<file path="config.mk">
export PLATFORM = sky130hd
export DESIGN_NAME = sprite_frame_sequencer
export DESIGN_NICKNAME = d
export VERILOG_FILES = /design/src/sfs_pkg.sv /design/src/sfs_ram.sv /design/src/sfs_csr.sv /design/src/sfs_ctrl.sv /design/src/sfs_datapath.sv /design/src/sprite_frame_sequencer.sv
export SDC_FILE = /design/constraint.sdc
export NUM_CORES = 2
export LEC_CHECK = 0
export BUFFER_PORTS_ARGS = -buffer_cell sky130_fd_sc_hd__buf_4
export CORE_ASPECT_RATIO = 1.1
export CORE_MARGIN = 4
export CORE_UTILIZATION = 50
export CTS_BUF_LIST = sky130_fd_sc_hd__clkbuf_8
export DETAILED_ROUTE_END_ITERATION = 12
export GPL_TIMING_DRIVEN = 0
export PLACE_DENSITY = 0.66
export SYNTH_ARGS = -nofsm -noshare
export SYNTH_HDL_FRONTEND = slang
export SYNTH_HIERARCHICAL = 1
export SYNTH_SLANG_ARGS = --single-unit
</file>
<file path="constraint.sdc">
create_clock -name clock -period 12.98 [get_ports clock]
set_clock_uncertainty 0.1 [all_clocks]
set_input_delay 0.649 -clock clock [delete_from_list [all_inputs] [get_ports clock]]
set_output_delay 0.649 -clock clock [all_outputs]
set_load 0.005 [all_outputs]
</file>
<file path="src/sfs_pkg.sv">
`timescale 1ns / 1ps
`default_nettype none
// ----------------------------------------------------------------------------
// Sprite frame sequencer package
// Shared constants, operation codes and the control/status bundles that pass
// between the sequencer controller and its datapath.
// ----------------------------------------------------------------------------
package sfs_pkg;

   localparam int MAX_FRAMES_DEFAULT  = 64;
   localparam int MAX_CATCHUP_DEFAULT = 5;

   // frame index and sequence length (length register is 7 bits)
   localparam int FRAME_W   = 7;
   localparam int DUR_MS_W  = 16;
   localparam int DUR_US_W  = 26;
   localparam int US_PER_MS = 1000;

   // remainder unit for frame stepping: magnitude of frame plus amount
   localparam int MOD_BITS  = 8;
   localparam int MOD_CNT_W = 4;

   localparam int PADDR_W = 4;
   localparam int PDATA_W = 32;

   localparam logic [2:0] OP_TICK    = 3'd0;
   localparam logic [2:0] OP_LOAD    = 3'd1;
   localparam logic [2:0] OP_RESTART = 3'd2;
   localparam logic [2:0] OP_STEP    = 3'd3;
   localparam logic [2:0] OP_SET     = 3'd4;

   typedef struct packed {
      logic [FRAME_W-1:0] seq_length;
      logic               looping;
      logic signed [15:0] speed;
   } cfg_type;

   typedef struct packed {
      logic capture;
      logic dispatch;
      logic mod_step;
      logic mod_apply;
      logic tick_add;
      logic rd_cur;
      logic fwd_step;
      logic rd_back;
      logic bwd_apply;
      logic sum_issue;
      logic sum_final;
      logic finish;
   } cmd_type;

   typedef struct packed {
      logic [2:0] op;
      logic       step_zero;
      logic       mod_done;
      logic       ft_neg;
      logic       fwd_go;
      logic       bwd_go;
      logic       wrap_loop;
      logic       sum_more;
      logic       pipe_busy;
   } status_type;

endpackage
`default_nettype wire

</file>
<file path="src/sfs_ram.sv">
`timescale 1ns / 1ps
`default_nettype none
// ----------------------------------------------------------------------------
// Generic RAM
// One write port and one read port, read data registered.
// ----------------------------------------------------------------------------
module sfs_ram #(
   parameter int WIDTH = 16,
   parameter int DEPTH = 64
) (
   input  wire logic                     clock,
   input  wire logic                     wr_en,
   input  wire logic [$clog2(DEPTH)-1:0] wr_addr,
   input  wire logic [WIDTH-1:0]         wr_data,
   input  wire logic                     rd_en,
   input  wire logic [$clog2(DEPTH)-1:0] rd_addr,
   output logic      [WIDTH-1:0]         rd_data
);

   logic [WIDTH-1:0] mem [DEPTH];

   always_ff @(posedge clock) begin
      if (wr_en) begin
         mem[wr_addr] <= wr_data;
      end
      if (rd_en) begin
         rd_data <= mem[rd_addr];
      end
   end

endmodule
`default_nettype wire

</file>
<file path="src/sfs_csr.sv">
`timescale 1ns / 1ps
`default_nettype none
// ----------------------------------------------------------------------------
// Sprite frame sequencer registers
// APB register file: sequence length, looping and playback speed.
// ----------------------------------------------------------------------------
module sfs_csr
   import sfs_pkg::*;
(
   input  wire logic               clock,
   input  wire logic               reset,
   input  wire logic               psel,
   input  wire logic               penable,
   input  wire logic               pwrite,
   input  wire logic [PADDR_W-1:0] paddr,
   input  wire logic [PDATA_W-1:0] pwdata,
   output logic      [PDATA_W-1:0] prdata,
   output logic                    pready,
   output cfg_type                 cfg
);

   localparam logic [1:0] REG_LENGTH  = 2'd0;
   localparam logic [1:0] REG_LOOPING = 2'd1;
   localparam logic [1:0] REG_SPEED   = 2'd2;

   cfg_type    cfg_ff, cfg_in;
   logic [1:0] reg_idx;
   logic       wr_en;

   assign reg_idx = paddr[3:2];
   assign wr_en   = psel && penable && pwrite && pready;
   assign pready  = 1'b1;
   assign cfg     = cfg_ff;

   always_comb begin
      cfg_in = cfg_ff;
      if (wr_en) begin
         unique case (reg_idx)
            REG_LENGTH:  cfg_in.seq_length = pwdata[FRAME_W-1:0];
            REG_LOOPING: cfg_in.looping    = pwdata[0];
            REG_SPEED:   cfg_in.speed      = $signed(pwdata[15:0]);
            default:     cfg_in = cfg_ff;
         endcase
      end
   end

   always_comb begin
      unique case (reg_idx)
         REG_LENGTH:  prdata = {{(PDATA_W-FRAME_W){1'b0}}, cfg_ff.seq_length};
         REG_LOOPING: prdata = {{(PDATA_W-1){1'b0}}, cfg_ff.looping};
         REG_SPEED:   prdata = {{(PDATA_W-16){1'b0}}, cfg_ff.speed};
         default:     prdata = '0;
      endcase
   end

   always_ff @(posedge clock) begin
      if (reset) begin
         cfg_ff.seq_length <= FRAME_W'(1);
         cfg_ff.looping    <= 1'b1;
         cfg_ff.speed      <= 16'sd256;
      end else begin
         cfg_ff <= cfg_in;
      end
   end

endmodule
`default_nettype wire

</file>
<file path="src/sfs_ctrl.sv">
`timescale 1ns / 1ps
`default_nettype none
// ----------------------------------------------------------------------------
// Sprite frame sequencer controller
// Sequences one item through dispatch, remainder, tick catch-up and
// backward-wrap summation, and issues the result strobe.
// ----------------------------------------------------------------------------
module sfs_ctrl
   import sfs_pkg::*;
(
   input  wire logic       clock,
   input  wire logic       reset,
   input  wire logic       start,
   input  wire status_type status,
   output logic            busy,
   output logic            rsp_strobe,
   output cmd_type         cmd
);

   typedef enum logic [13:0] {
      S_IDLE      = 14'b00000000000001,
      S_DISPATCH  = 14'b00000000000010,
      S_MOD       = 14'b00000000000100,
      S_MOD_APPLY = 14'b00000000001000,
      S_TICK_ADD  = 14'b00000000010000,
      S_BRANCH    = 14'b00000000100000,
      S_FWD_WAIT  = 14'b00000001000000,
      S_FWD_STEP  = 14'b00000010000000,
      S_BWD_CHECK = 14'b00000100000000,
      S_BWD_WAIT  = 14'b00001000000000,
      S_BWD_APPLY = 14'b00010000000000,
      S_SUM       = 14'b00100000000000,
      S_SUM_DRAIN = 14'b01000000000000,
      S_FINISH    = 14'b10000000000000
   } state_type;

   state_type state_ff, state_in;
   logic      strobe_ff;

   assign busy       = (state_ff != S_IDLE);
   assign rsp_strobe = strobe_ff;

   always_comb begin
      state_in = state_ff;
      cmd      = '0;
      unique case (state_ff)
         S_IDLE: begin
            if (start) begin
               cmd.capture = 1'b1;
               state_in    = S_DISPATCH;
            end
         end
         S_DISPATCH: begin
            cmd.dispatch = 1'b1;
            priority if (status.op == OP_TICK) begin
               state_in = S_TICK_ADD;
            end else if (status.op == OP_STEP && !status.step_zero) begin
               state_in = S_MOD;
            end else begin
               state_in = S_FINISH;
            end
         end
         S_MOD: begin
            if (status.mod_done) begin
               state_in = S_MOD_APPLY;
            end else begin
               cmd.mod_step = 1'b1;
            end
         end
         S_MOD_APPLY: begin
            cmd.mod_apply = 1'b1;
            state_in      = S_FINISH;
         end
         S_TICK_ADD: begin
            cmd.tick_add = 1'b1;
            state_in     = S_BRANCH;
         end
         S_BRANCH: begin
            if (status.ft_neg) begin
               state_in = S_BWD_CHECK;
            end else begin
               // fetch the current frame's length once for all forward steps
               cmd.rd_cur = 1'b1;
               state_in   = S_FWD_WAIT;
            end
         end
         S_FWD_WAIT: begin
            state_in = S_FWD_STEP;
         end
         S_FWD_STEP: begin
            if (status.fwd_go) begin
               cmd.fwd_step = 1'b1;
            end else begin
               state_in = S_FINISH;
            end
         end
         S_BWD_CHECK: begin
            if (status.bwd_go) begin
               cmd.rd_back = 1'b1;
               state_in    = S_BWD_WAIT;
            end else begin
               state_in = S_FINISH;
            end
         end
         S_BWD_WAIT: begin
            state_in = S_BWD_APPLY;
         end
         S_BWD_APPLY: begin
            cmd.bwd_apply = 1'b1;
            state_in      = status.wrap_loop ? S_SUM : S_BWD_CHECK;
         end
         S_SUM: begin
            if (status.sum_more) begin
               cmd.sum_issue = 1'b1;
            end else begin
               state_in = S_SUM_DRAIN;
            end
         end
         S_SUM_DRAIN: begin
            // wait for the last durations to land in the accumulator
            if (!status.pipe_busy) begin
               cmd.sum_final = 1'b1;
               state_in      = S_BWD_CHECK;
            end
         end
         S_FINISH: begin
            cmd.finish = 1'b1;
            state_in   = S_IDLE;
         end
         default: begin
            state_in = S_IDLE;
         end
      endcase
   end

   always_ff @(posedge clock) begin
      if (reset) begin
         state_ff  <= S_IDLE;
         strobe_ff <= 1'b0;
      end else begin
         state_ff  <= state_in;
         strobe_ff <= cmd.finish;
      end
   end

endmodule
`default_nettype wire

</file>
<file path="src/sfs_datapath.sv">
`timescale 1ns / 1ps
`default_nettype none
// ----------------------------------------------------------------------------
// Sprite frame sequencer datapath
// Frame and sequence timers, duration table, speed multiplier, remainder
// unit and the backward-wrap accumulator, driven by controller commands.
// ----------------------------------------------------------------------------
module sfs_datapath
   import sfs_pkg::*;
#(
   parameter int MAX_FRAMES  = MAX_FRAMES_DEFAULT,
   parameter int MAX_CATCHUP = MAX_CATCHUP_DEFAULT
) (
   input  wire logic               clock,
   input  wire logic               reset,
   input  wire cfg_type            cfg,
   input  wire cmd_type            cmd,
   output status_type              status,
   input  wire logic [2:0]         req_operation,
   input  wire logic signed [20:0] req_elapsed_us,
   input  wire logic [5:0]         req_frame_slot,
   input  wire logic [15:0]        req_duration_ms,
   input  wire logic signed [7:0]  req_step_amount,
   input  wire logic signed [31:0] req_frame_time_us,
   output logic [5:0]              rsp_frame_index,
   output logic                    rsp_frame_changed,
   output logic                    rsp_playing,
   output logic                    rsp_sequence_done,
   output logic [15:0]             rsp_loop_count,
   output logic signed [31:0]      rsp_time_in_frame_us,
   output logic signed [31:0]      rsp_sequence_time_us
);

   localparam int AW      = $clog2(MAX_FRAMES);
   localparam int STEP_W  = $clog2(MAX_CATCHUP + 1);
   localparam int PROD_W  = 37;
   localparam int DELTA_W = PROD_W - 8;
   localparam int ACC_W   = 34;
   localparam logic signed [ACC_W-1:0] ACC_CAP = {{(ACC_W-32){1'b0}}, 32'h8000_0000};

   function automatic logic signed [31:0] sat32(input logic signed [ACC_W-1:0] v);
      logic [ACC_W-32:0] top;
      top = v[ACC_W-1:31];
      if (top == '0 || top == '1) begin
         return $signed(v[31:0]);
      end else if (v[ACC_W-1]) begin
         return 32'sh8000_0000;
      end else begin
         return 32'sh7FFF_FFFF;
      end
   endfunction

   // captured item
   logic [2:0]         op_ff;
   logic signed [20:0] elapsed_ff;
   logic [5:0]         slot_ff;
   logic [15:0]        dms_ff;
   logic signed [7:0]  amount_ff;
   logic signed [31:0] ftin_ff;

   // sequencer state
   logic [FRAME_W-1:0] frame_ff, frame_in, prev_ff;
   logic signed [31:0] ftime_ff, ftime_in, stime_ff, stime_in;
   logic [15:0]        loops_ff, loops_in;
   logic               play_ff, play_in, done_ff, done_in;

   // working registers
   logic signed [PROD_W-1:0] product_ff;
   logic [DUR_US_W-1:0]      dur_ff;
   logic                     rd1_ff, s1_ff, s2_ff;
   logic [STEP_W-1:0]        steps_ff, steps_in;
   logic [FRAME_W-1:0]       sum_k_ff, sum_k_in;
   logic signed [ACC_W-1:0]  acc_ff, acc_in;
   logic [MOD_BITS-1:0]      mag_ff, mag_in;
   logic [FRAME_W-1:0]       rem_ff, rem_in;
   logic [MOD_CNT_W-1:0]     mod_cnt_ff, mod_cnt_in;
   logic                     neg_ff, neg_in;

   // combinational terms
   logic [FRAME_W-1:0]       len, len_m1, idx_back, frame_sel, mod_res;
   logic                     rd_en, wr_en, steps_left, fwd_ge;
   logic [AW-1:0]            rd_addr;
   logic [DUR_MS_W-1:0]      rd_data, ms_eff;
   logic [DUR_US_W-1:0]      dur_calc;
   logic signed [DELTA_W-1:0] delta;
   logic signed [ACC_W-1:0]  ft_sum, st_sum, acc_sum, acc_step;
   logic signed [31:0]       fwd_ft, bwd_ft;
   logic signed [MOD_BITS:0] mod_v;
   logic [MOD_BITS-1:0]      mod_mag;
   logic [FRAME_W:0]         mod_trial, len_x;

   // effective length: zero acts as one, clamp to the table size
   always_comb begin
      if (cfg.seq_length == '0) begin
         len = FRAME_W'(1);
      end else if (int'(cfg.seq_length) > MAX_FRAMES) begin
         len = FRAME_W'(MAX_FRAMES);
      end else begin
         len = cfg.seq_length;
      end
   end

   assign len_m1   = len - FRAME_W'(1);
   assign idx_back = (frame_ff == '0) ? (cfg.looping ? len_m1 : '0) : frame_ff - FRAME_W'(1);

   // duration table
   assign rd_en = cmd.rd_cur || cmd.rd_back || cmd.sum_issue;
   always_comb begin
      priority if (cmd.rd_back) begin
         frame_sel = idx_back;
      end else if (cmd.sum_issue) begin
         frame_sel = sum_k_ff;
      end else begin
         frame_sel = frame_ff;
      end
   end
   assign rd_addr = AW'(frame_sel);
   assign wr_en   = cmd.dispatch && (op_ff == OP_LOAD) && (int'(slot_ff) < MAX_FRAMES);

   sfs_ram #(
      .WIDTH (DUR_MS_W),
      .DEPTH (MAX_FRAMES)
   ) u_table (
      .clock   (clock),
      .wr_en   (wr_en),
      .wr_addr (AW'(slot_ff)),
      .wr_data (dms_ff),
      .rd_en   (rd_en),
      .rd_addr (rd_addr),
      .rd_data (rd_data)
   );

   // a zero duration counts as one millisecond
   assign ms_eff   = (rd_data == '0) ? DUR_MS_W'(1) : rd_data;
   assign dur_calc = {{(DUR_US_W-DUR_MS_W){1'b0}}, ms_eff} * DUR_US_W'(US_PER_MS);

   // tick arithmetic: product floored by an arithmetic shift
   assign delta  = $signed(product_ff[PROD_W-1:8]);
   assign ft_sum = ACC_W'(ftime_ff) + ACC_W'(delta);
   assign st_sum = ACC_W'(stime_ff) + ACC_W'(delta);

   assign steps_left = (steps_ff < STEP_W'(MAX_CATCHUP));
   assign fwd_ge     = $signed({ftime_ff[31], ftime_ff}) >=
                       $signed({{(33-DUR_US_W){1'b0}}, dur_ff});
   assign fwd_ft     = ftime_ff - $signed({{(32-DUR_US_W){1'b0}}, dur_ff});
   assign bwd_ft     = ftime_ff + $signed({{(32-DUR_US_W){1'b0}}, dur_ff});

   // saturate the running sum just past the 32-bit range; terms are positive
   assign acc_sum  = acc_ff + $signed({{(ACC_W-DUR_US_W){1'b0}}, dur_ff});
   assign acc_step = (acc_sum > ACC_CAP) ? ACC_CAP : acc_sum;

   // remainder unit: one quotient bit a cycle
   assign mod_v   = $signed({{(MOD_BITS+1-FRAME_W){1'b0}}, frame_ff}) +
                    (MOD_BITS+1)'(amount_ff);
   assign mod_mag = mod_v[MOD_BITS] ? MOD_BITS'(-mod_v) : MOD_BITS'(mod_v);
   assign mod_trial = {rem_ff, mag_ff[MOD_BITS-1]};
   assign len_x     = {1'b0, len};
   assign mod_res   = (neg_ff && rem_ff != '0) ? len - rem_ff : rem_ff;

   assign status.op        = op_ff;
   assign status.step_zero = (amount_ff == '0);
   assign status.mod_done  = (mod_cnt_ff == MOD_CNT_W'(MOD_BITS));
   assign status.ft_neg    = ftime_ff[31];
   assign status.fwd_go    = !ftime_ff[31] && fwd_ge && steps_left;
   assign status.bwd_go    = ftime_ff[31] && steps_left;
   assign status.wrap_loop = (frame_ff == '0) && cfg.looping;
   assign status.sum_more  = (sum_k_ff < frame_ff);
   assign status.pipe_busy = s1_ff || s2_ff;

   always_comb begin
      frame_in   = frame_ff;
      ftime_in   = ftime_ff;
      stime_in   = stime_ff;
      loops_in   = loops_ff;
      play_in    = play_ff;
      done_in    = done_ff;
      steps_in   = steps_ff;
      sum_k_in   = sum_k_ff;
      acc_in     = acc_ff;
      mag_in     = mag_ff;
      rem_in     = rem_ff;
      neg_in     = neg_ff;
      mod_cnt_in = mod_cnt_ff;

      if (s2_ff) begin
         acc_in = acc_step;
      end
      if (cmd.capture) begin
         done_in = 1'b0;
      end
      if (cmd.dispatch) begin
         unique case (op_ff)
            OP_RESTART: begin
               frame_in = '0;
               ftime_in = '0;
               stime_in = '0;
               loops_in = '0;
               play_in  = 1'b1;
            end
            OP_STEP: begin
               if (amount_ff != '0) begin
                  mag_in     = mod_mag;
                  neg_in     = mod_v[MOD_BITS];
                  rem_in     = '0;
                  mod_cnt_in = '0;
               end
            end
            OP_SET: begin
               frame_in = ({1'b0, slot_ff} > len_m1) ? len_m1 : {1'b0, slot_ff};
               ftime_in = ftin_ff;
            end
            default: begin
               frame_in = frame_ff;
            end
         endcase
      end
      if (cmd.mod_step) begin
         if (mod_trial >= len_x) begin
            rem_in = FRAME_W'(mod_trial - len_x);
         end else begin
            rem_in = mod_trial[FRAME_W-1:0];
         end
         mag_in     = {mag_ff[MOD_BITS-2:0], 1'b0};
         mod_cnt_in = mod_cnt_ff + MOD_CNT_W'(1);
      end
      if (cmd.mod_apply) begin
         frame_in = mod_res;
         ftime_in = '0;
      end
      if (cmd.tick_add) begin
         ftime_in = sat32(ft_sum);
         stime_in = sat32(st_sum);
         steps_in = '0;
      end
      if (cmd.fwd_step) begin
         ftime_in = fwd_ft;
         steps_in = steps_ff + STEP_W'(1);
         if (frame_ff + FRAME_W'(1) >= len) begin
            if (cfg.looping) begin
               frame_in = '0;
               stime_in = fwd_ft;
               loops_in = loops_ff + 16'd1;
            end else begin
               frame_in = len_m1;
               done_in  = 1'b1;
               play_in  = 1'b0;
            end
         end else begin
            frame_in = frame_ff + FRAME_W'(1);
         end
      end
      if (cmd.bwd_apply) begin
         frame_in = idx_back;
         ftime_in = bwd_ft;
         steps_in = steps_ff + STEP_W'(1);
         if (frame_ff == '0) begin
            if (cfg.looping) begin
               // sequence time restarts from the sum of all earlier frames
               loops_in = loops_ff + 16'd1;
               acc_in   = ACC_W'(bwd_ft);
               sum_k_in = '0;
            end else begin
               done_in = 1'b1;
               play_in = 1'b0;
            end
         end
      end
      if (cmd.sum_issue) begin
         sum_k_in = sum_k_ff + FRAME_W'(1);
      end
      if (cmd.sum_final) begin
         stime_in = sat32(acc_ff);
      end
   end

   always_ff @(posedge clock) begin
      if (reset) begin
         frame_ff   <= '0;
         ftime_ff   <= '0;
         stime_ff   <= '0;
         loops_ff   <= '0;
         play_ff    <= 1'b1;
         done_ff    <= 1'b0;
         steps_ff   <= '0;
         sum_k_ff   <= '0;
         mod_cnt_ff <= '0;
         rd1_ff     <= 1'b0;
         s1_ff      <= 1'b0;
         s2_ff      <= 1'b0;
      end else begin
         frame_ff   <= frame_in;
         ftime_ff   <= ftime_in;
         stime_ff   <= stime_in;
         loops_ff   <= loops_in;
         play_ff    <= play_in;
         done_ff    <= done_in;
         steps_ff   <= steps_in;
         sum_k_ff   <= sum_k_in;
         mod_cnt_ff <= mod_cnt_in;
         rd1_ff     <= rd_en;
         s1_ff      <= cmd.sum_issue;
         s2_ff      <= s1_ff;
      end
   end

   always_ff @(posedge clock) begin
      acc_ff <= acc_in;
      mag_ff <= mag_in;
      rem_ff <= rem_in;
      neg_ff <= neg_in;
      if (cmd.capture) begin
         op_ff      <= req_operation;
         elapsed_ff <= req_elapsed_us;
         slot_ff    <= req_frame_slot;
         dms_ff     <= req_duration_ms;
         amount_ff  <= req_step_amount;
         ftin_ff    <= req_frame_time_us;
         prev_ff    <= frame_ff;
      end
      if (cmd.dispatch) begin
         product_ff <= elapsed_ff * cfg.speed;
      end
      if (rd1_ff) begin
         dur_ff <= dur_calc;
      end
      if (cmd.finish) begin
         rsp_frame_index      <= frame_ff[5:0];
         rsp_frame_changed    <= (frame_ff != prev_ff);
         rsp_playing          <= play_ff;
         rsp_sequence_done    <= done_ff;
         rsp_loop_count       <= loops_ff;
         rsp_time_in_frame_us <= ftime_ff;
         rsp_sequence_time_us <= stime_ff;
      end
   end

   a_frame_in_table: assert property (@(posedge clock) disable iff (reset)
      int'(frame_ff) < MAX_FRAMES)
      else $error("frame index beyond the duration table");

   a_catchup_bound: assert property (@(posedge clock) disable iff (reset)
      int'(steps_ff) <= MAX_CATCHUP)
      else $error("catch-up steps exceed the limit");

   a_bwd_only_negative: assert property (@(posedge clock) disable iff (reset)
      cmd.bwd_apply |-> ftime_ff[31])
      else $error("backward step with non-negative frame time");

endmodule
`default_nettype wire

</file>
<file path="src/sprite_frame_sequencer.sv">
`timescale 1ns / 1ps
`default_nettype none
// ----------------------------------------------------------------------------
// Sprite frame sequencer
// Animation frame timer over a table of per-frame durations.
//
//   channel  | handshake               | payload
//   ---------+-------------------------+----------------------------------------
//   request  | start, busy             | req_operation .. req_frame_time_us
//   result   | rsp_strobe (one cycle)  | rsp_frame_index .. rsp_sequence_time_us
//   config   | psel, penable, pwrite   | paddr, pwdata, prdata, pready
//
// One item at a time; busy is high from acceptance until the result cycle,
// in which a new item may already be accepted.
// Load, restart, set timing and unused operations go from dispatch straight
// to the result; step frames adds the bit-serial remainder. Tick steps
// forward through catch-up steps; backward each step goes through the
// duration table's read pipeline, and a looping wrap sums the earlier
// durations, one table read a cycle.
// Synchronous reset restores the controller, configuration and timers; no clearing pass.
// The receiver cannot stall: each result is valid for its strobe cycle only.
// ----------------------------------------------------------------------------
module sprite_frame_sequencer
   import sfs_pkg::*;
#(
   parameter int MAX_FRAMES  = MAX_FRAMES_DEFAULT,
   parameter int MAX_CATCHUP = MAX_CATCHUP_DEFAULT
) (
   input  wire logic               clock,
   input  wire logic               reset,
   // request
   input  wire logic               start,
   output logic                    busy,
   input  wire logic [2:0]         req_operation,
   input  wire logic signed [20:0] req_elapsed_us,
   input  wire logic [5:0]         req_frame_slot,
   input  wire logic [15:0]        req_duration_ms,
   input  wire logic signed [7:0]  req_step_amount,
   input  wire logic signed [31:0] req_frame_time_us,
   // result
   output logic                    rsp_strobe,
   output logic [5:0]              rsp_frame_index,
   output logic                    rsp_frame_changed,
   output logic                    rsp_playing,
   output logic                    rsp_sequence_done,
   output logic [15:0]             rsp_loop_count,
   output logic signed [31:0]      rsp_time_in_frame_us,
   output logic signed [31:0]      rsp_sequence_time_us,
   // configuration
   input  wire logic               psel,
   input  wire logic               penable,
   input  wire logic               pwrite,
   input  wire logic [PADDR_W-1:0] paddr,
   input  wire logic [PDATA_W-1:0] pwdata,
   output logic      [PDATA_W-1:0] prdata,
   output logic                    pready
);

   cfg_type    cfg;
   cmd_type    cmd;
   status_type status;

   sfs_csr u_csr (
      .clock   (clock),
      .reset   (reset),
      .psel    (psel),
      .penable (penable),
      .pwrite  (pwrite),
      .paddr   (paddr),
      .pwdata  (pwdata),
      .prdata  (prdata),
      .pready  (pready),
      .cfg     (cfg)
   );

   sfs_ctrl u_ctrl (
      .clock      (clock),
      .reset      (reset),
      .start      (start),
      .status     (status),
      .busy       (busy),
      .rsp_strobe (rsp_strobe),
      .cmd        (cmd)
   );

   sfs_datapath #(
      .MAX_FRAMES  (MAX_FRAMES),
      .MAX_CATCHUP (MAX_CATCHUP)
   ) u_datapath (
      .clock                (clock),
      .reset                (reset),
      .cfg                  (cfg),
      .cmd                  (cmd),
      .status               (status),
      .req_operation        (req_operation),
      .req_elapsed_us       (req_elapsed_us),
      .req_frame_slot       (req_frame_slot),
      .req_duration_ms      (req_duration_ms),
      .req_step_amount      (req_step_amount),
      .req_frame_time_us    (req_frame_time_us),
      .rsp_frame_index      (rsp_frame_index),
      .rsp_frame_changed    (rsp_frame_changed),
      .rsp_playing          (rsp_playing),
      .rsp_sequence_done    (rsp_sequence_done),
      .rsp_loop_count       (rsp_loop_count),
      .rsp_time_in_frame_us (rsp_time_in_frame_us),
      .rsp_sequence_time_us (rsp_sequence_time_us)
   );

   a_release_with_result: assert property (@(posedge clock) disable iff (reset)
      !$past(reset) && $fell(busy) |-> rsp_strobe)
      else $error("busy dropped without a result");

   a_result_after_item: assert property (@(posedge clock) disable iff (reset)
      rsp_strobe |-> !busy && $past(busy))
      else $error("result without an item in progress");

endmodule
`default_nettype wire

</file>
# Word-level counts from Yosys, hierarchy flattened
# Memories as Yosys holds them, arrays and structs flattened. A register that Yosys moved wholly into a read port is not among the register bits.
# Index checks and enable logic that the tools add are counted.
[totals] ff_bits=437 mem_count=1 word_cells=261 ram_bits=1024 output_inout_bits=124
[memory_table] memory="u_datapath.u_table.mem" depth=64 word_bits=16 read_ports=1 rd_ports_with_merged_regs=1 wr=1 line="sfs_ram.sv:20" rtl="logic [WIDTH-1:0] mem [DEPTH];"
[op_classes] addsub=16 reduce_logical=48 mul=2 order_cmp=8 eq_ne=31 mux=117
[ops] cell="32-bit two-way mux" n=18
[ops] cell="14-bit case mux with 13 select lines" n=1
[ops] cell="34-bit two-way mux" n=5
[ops] cell="7-bit two-way mux" n=21
[ops] cell="16-bit two-way mux" n=9
[ops] cell="14-bit two-way mux" n=8
[ops] cell="32-bit by 29-bit adder with 33-bit output" n=2
[ops] cell="32-bit case mux with 2 select lines" n=1
[ops] cell="16-bit case mux with 3 select lines" n=1
[ops] cell="8-bit two-way mux" n=5
[ops] cell="21-bit by 16-bit multiplier with 37-bit output" n=1
[ops] cell="1-bit two-way mux" n=36
[ops] cell="34-bit by 27-bit adder with 34-bit output" n=1
[ops] cell="34-bit by 33-bit greater-than comparator with 1-bit output (second input constant)" n=1
[ops] cell="32-bit by 27-bit adder with 32-bit output" n=1
[ops] cell="32-bit by 27-bit greater-or-equal comparator with 1-bit output" n=1
[ops] cell="32-bit by 27-bit subtractor with 32-bit output" n=1
[ops] cell="16-bit by 7-bit multiplier with 23-bit output (second input constant)" n=1
[ops] cell="16-bit by 1-bit adder with 16-bit output (second input constant)" n=1
[ops] cell="16-bit zero test" n=1
[ops] cell="4-bit two-way mux" n=4
[ops] cell="7-bit by 1-bit adder with 7-bit output (second input constant)" n=2
[ops] cell="14-bit by 1-bit == test with 1-bit output (second input constant)" n=1
[ops] cell="14-bit by 10-bit == test with 1-bit output (second input constant)" n=1
[ops] cell="other kinds (55)" n=98

# Longest topological paths before layout
[logic_depth] ltp_word=11 mapped_depth=26 ltp_nobuf=25

# Hierarchy
# Netlist, hierarchy kept.
[by_module_without_submodules] module="sfs_ram" cells_per_inst=1829 area_each_um2=40202.3 seq_area_each_um2=31230.0 n_inst=1
[by_module_without_submodules] module="sfs_datapath" cells_per_inst=4298 area_each_um2=39412.8 seq_area_each_um2=10299.9 n_inst=1
[by_module_without_submodules] module="sfs_csr" cells_per_inst=146 area_each_um2=1365.1 seq_area_each_um2=480.5 n_inst=1
[by_module_without_submodules] module="sfs_ctrl" cells_per_inst=122 area_each_um2=1061.0 seq_area_each_um2=300.3 n_inst=1

# Worst setup path before layout
# OpenSTA, ideal clock, no wires.
[synth_timing] kind="reg-to-reg" from="register u_csr.cfg_ff, in the netlist u_csr/cfg[1]" to="register u_datapath.product_ff[35] (data pin)" path_buffers=2 arrival_time_ns=6.196 required_time_ns=12.618 slack_ns=6.421 path_stages_with_launch=27 synth_period_minus_slack_ns=6.559 setup_time_ns=0.262 path_cell_list="dfxtp_1 clkbuf_1 clkbuf_1 nand2_1 fa_1 inv_1 fa_1 inv_1 fa_1 inv_1 fa_1 fa_1 inv_1 fa_1 inv_1 ha_1 a21o_1 a21oi_1 o211ai_1 a21o_1 a41oi_1 o21ai_0 nand2_1 a311oi_1 a41oi_1 a21oi_1 xor2_1"
[synth_via] elab_chain_cells=1
[synth_lines] element="start: declaration" line="sfs_csr.sv:26" rtl="cfg_type cfg_ff, cfg_in;"
[synth_lines] element="start signal: assignment" line="sfs_csr.sv:62" rtl="cfg_ff <= cfg_in;"
[synth_lines] element="21-bit by 16-bit multiplier with 37-bit output" line="sfs_datapath.sv:321" rtl="product_ff <= elapsed_ff * cfg.speed;"
[synth_lines] element="end signal: assignment" line="sfs_datapath.sv:321"
[synth_lines] element="end: declaration" line="sfs_datapath.sv:68" rtl="logic signed [PROD_W-1:0] product_ff;"
# No other way between the ends.
# A chain may end at the register's enable or synchronous reset.

# Final worst setup path
[layout_timing] from="register u_csr.cfg_ff, in the netlist u_csr/cfg[1]" to="register u_datapath.product_ff[36] (data pin)"
# Same word-level chain as after synthesis.

==> results.yml <==
status:
  status: "complete, no violations"
floorplanning:
  io_pins: 252
  num_rows: 155
  die_x_um: 394.2
  start_util_pct: 50.42
  die_area_um2: 170600
  core-area_um2: 162700
  die-height_um: 432.8
pwr:
  p_leak_uw: 0.03536
  p_per_area_nw_per_um2: 110.2
  ir_drop_mv: 0.1034
timing:
  slew_violations: 0
  setup_viol: 0
  rsz0062_at_grt: "no"
  tightest_slew_ns: 1.458
  fmax_mhz: 115.1
  relSlewSlack_pct: 1.799
  hold_viol: 0
  fin_setup_tns_ns: 0
  min_period_ns: 8.685
  post-route-period-util_pct: 66.91
worst_hold_path:
  worstHoldStart: "paddr[2]"
  hold_depth: 4
  hp-class: "input port to flop"
yosys:
  synth-seq-area-share_pct: 51.57
  synth_ff_type: "edfxtp_1"
  ys_warn_count: 6
  netlist_instances: 6395
  async_reset_ff_share_pct: 0
  synth.distinct_cells: 104
  synth_area_um2: 82040
  synth_edf_count: 1289
  ys_ff_latch: 1469
  avgSynthCellArea_um2: 12.83
critical_path:
  cp_data_arrival_time_ns: 9.32
  crit_fanout: 10
  rr_worst_depth: 26
  r2r-start: "u_csr/cfg[1]"
  crit_path_end_kind: "flop"
  worstSetupPathType: "flop to flop"
  required_ns: 13.61
  critPathLaunch: "u_csr/cfg[1]"
  cp-start-kind: "flop"
global_route:
  antenna_found_initial: 10
  grt_overflow: 0
  grt_usage_pct: 29.73
  grt_pass1_vias: 55740
  grt_max_degree: 61
  grt_pass1_wl_um: 371600
clocking:
  clock-root-buffer: "clkbuf_8"
  path_clk_slew_ns: 0.06
  numCtsBuffers: 230
  clock-sinks: 1469
  cts.repair.resized: 0
  htree_levels: 4
  clkLatencyLatePin_ns: 1.01
  cts_tree: "yes"
  cts_buffer_depth: 3
place:
  place_inst: 8828
  io_buffer_count: 216
  dpl.hpwl_um: 196000
  place_congestion: 1.081
finish:
  final_common_cell: "edfxtp_1"
  stdcell_count: 9342
  nets: 7896
  fin_util_pct: 57.52
  syn2layout_area_growth_pct: 14.07
  layout-drive-gt1-share_pct: 15.10
  fillCellCount: 13140
  final_cell_mix: "edfxtp_1 (1289), inv_1 (700), nand2_1 (473)"
detailed_routing:
  via_per_inst: 5.966
  routed_wire_length_per_instance_um: 27.39
  routed_wl_um: 255800
  drt_iter0_markers: 5302
  dr.pass1.iters: 8
  drc: 0
  num_vias: 55740
  ant_nets: 0
job:
  cap_violations: 0
[worst paths after layout]
check | slack [ns] | endpoint
max | 4.29 | u_datapath/product_ff[36]
min | 0.10 | u_csr/cfg[15]
max reg2reg | 4.29 | u_datapath/product_ff[36]
min reg2reg | 0.36 | u_datapath/rsp_sequence_done
[through the flow]
| stage | hold WS, ns | setup slack [ns] | cell area (µm²) | power (µW) |
|---|---|---|---|---|
| after floorplan | 0.3086 | 6.421 | 82100 | 6135 |
| after global placement | 0.3343 | 3.467 | 86370 | 6587 |
| after detailed placement | 0.3432 | 4.423 | 88240 | 6673 |
| after CTS | 0.001529 | 4.459 | 93570 | 10390 |
| after global routing | 0.05249 | 3.963 | 93580 | 10720 |
| final | 0.1036 | 4.295 | 93590 | 10320 |
[power breakdown]
| group | internal (µW) | switching (µW) |
|---|---|---|
| Clock | 1840 | 1860 |
| Sequential | 5300 | 124 |
| Combinational | 451 | 738 |
| Total | 7600 | 2720 |
[worst max-delay path: stages, from the launching register on]
cell and delay [ns]:
dfxtp_1 0.51, clkbuf_1 0.43, clkbuf_1 0.56, nand2_1 0.18
fa_1 0.59, inv_1 0.07, fa_1 0.54, inv_1 0.06
fa_1 0.51, inv_1 0.06, fa_1 0.44, fa_1 0.52
inv_1 0.05, fa_1 0.48, inv_1 0.05, ha_1 0.35
a21o_1 0.18, a21oi_1 0.19, o211ai_1 0.16, a21o_1 0.20
a41oi_1 0.61, o21ai_0 0.28, nand2_1 0.17, a311oi_1 0.17
a41oi_1 0.37, a21oi_1 0.14, xnor2_1 0.48
[timing repair]
action / 4_1_cts / 5_1_grt
setup endpoints to repair: 0 / 0
setup buffers: 0 / 0
endpoints found under the hold margin: 110 / 0
hold buffers: 105 / 0
[state kept, by name, summed over array words and instances (netlist names), 16 cells and up]
signal                           flops
u_datapath/u_table/mem            1024
u_datapath/acc_ff                   34
u_datapath/ftime_ff                 32
u_datapath/ftin_ff                  32
u_datapath/rsp_sequence_time_us     32
u_datapath/rsp_time_in_frame_us     32
u_datapath/stime_ff                 32
u_datapath/product_ff               29
u_csr/cfg                           24
u_datapath/dur_ff                   23
u_datapath/elapsed_ff               21
u_datapath/dms_ff                   16
u_datapath/loops_ff                 16
u_datapath/rsp_loop_count           16
u_datapath/u_table/rd_data          16
[area by class of cell]
| cell class | instances | area [µm²] | share of cell area (%) |
|---|---|---|---|
| clock inverter | 164 | 969.7 | 1.036 |
| buffer | 330 | 1813 | 1.937 |
| antenna | 4 | 10.01 | 0.01070 |
| tap | 2119 | 2651 | 2.833 |
| clock buffer | 241 | 3317 | 3.544 |
| sequential | 1469 | 42310 | 45.21 |
| inverter | 630 | 2365 | 2.527 |
| timing repair buffer | 404 | 4353 | 4.651 |
| multi-input combinational | 3981 | 35800 | 38.25 |
[synthesized netlist by cell type (all sizes together), types with 14 or more instances]
library cell	n	area (µm²)
a221oi	58	514.2
xor2	69	604.3
a31oi	50	312.8
or3	27	168.9
edfxtp	1289	38710
inv	626	2350
a22oi	59	471.7
nand2	474	1787
nor2	330	1244
nor3	75	396.6
mux2i	134	1341
a311oi	19	166.4
nand3b	26	195.2
o211ai	30	225.2
buf	124	979.7
and3	40	250.2
o21a	29	217.7
o31ai	14	105.1
nor4	25	239.0
xnor2	147	1287
o21bai	31	232.7
a221o	23	230.2
clkbuf	204	813.3
nand4	35	219.0
fa	391	7828
nand2b	82	513.0
ha	331	4141
dfxtp	180	3603
mux2	29	326.6
a21oi	317	1598
nand3	111	565.5
and2	160	1001
o21ai	224	1125
nor2b	75	469.2
or2	17	106.4
a21o	76	574.3
a211o	17	148.9
a211oi	44	335.3
mux4	224	5060
[kinds of logic after synthesis]
kind of cell	Yosys count	share of synthesized area (%)
compound gates	1108	8.931
xor+xnor	216	2.306
fa+ha+maj	723	14.60
buf+inv	960	5.092
flops	1469	51.57
mux	387	8.200
other cells	2	0.009154
simple gates	1530	9.288
[per-layer routing]
metal	wire length (µm)	global-route usage (%)
met5	62	0
met2	122600	49.16
met4	19450	18.90
met3	18730	5.115
met1	95030	36.41
Power figures use the tool's default switching activity.
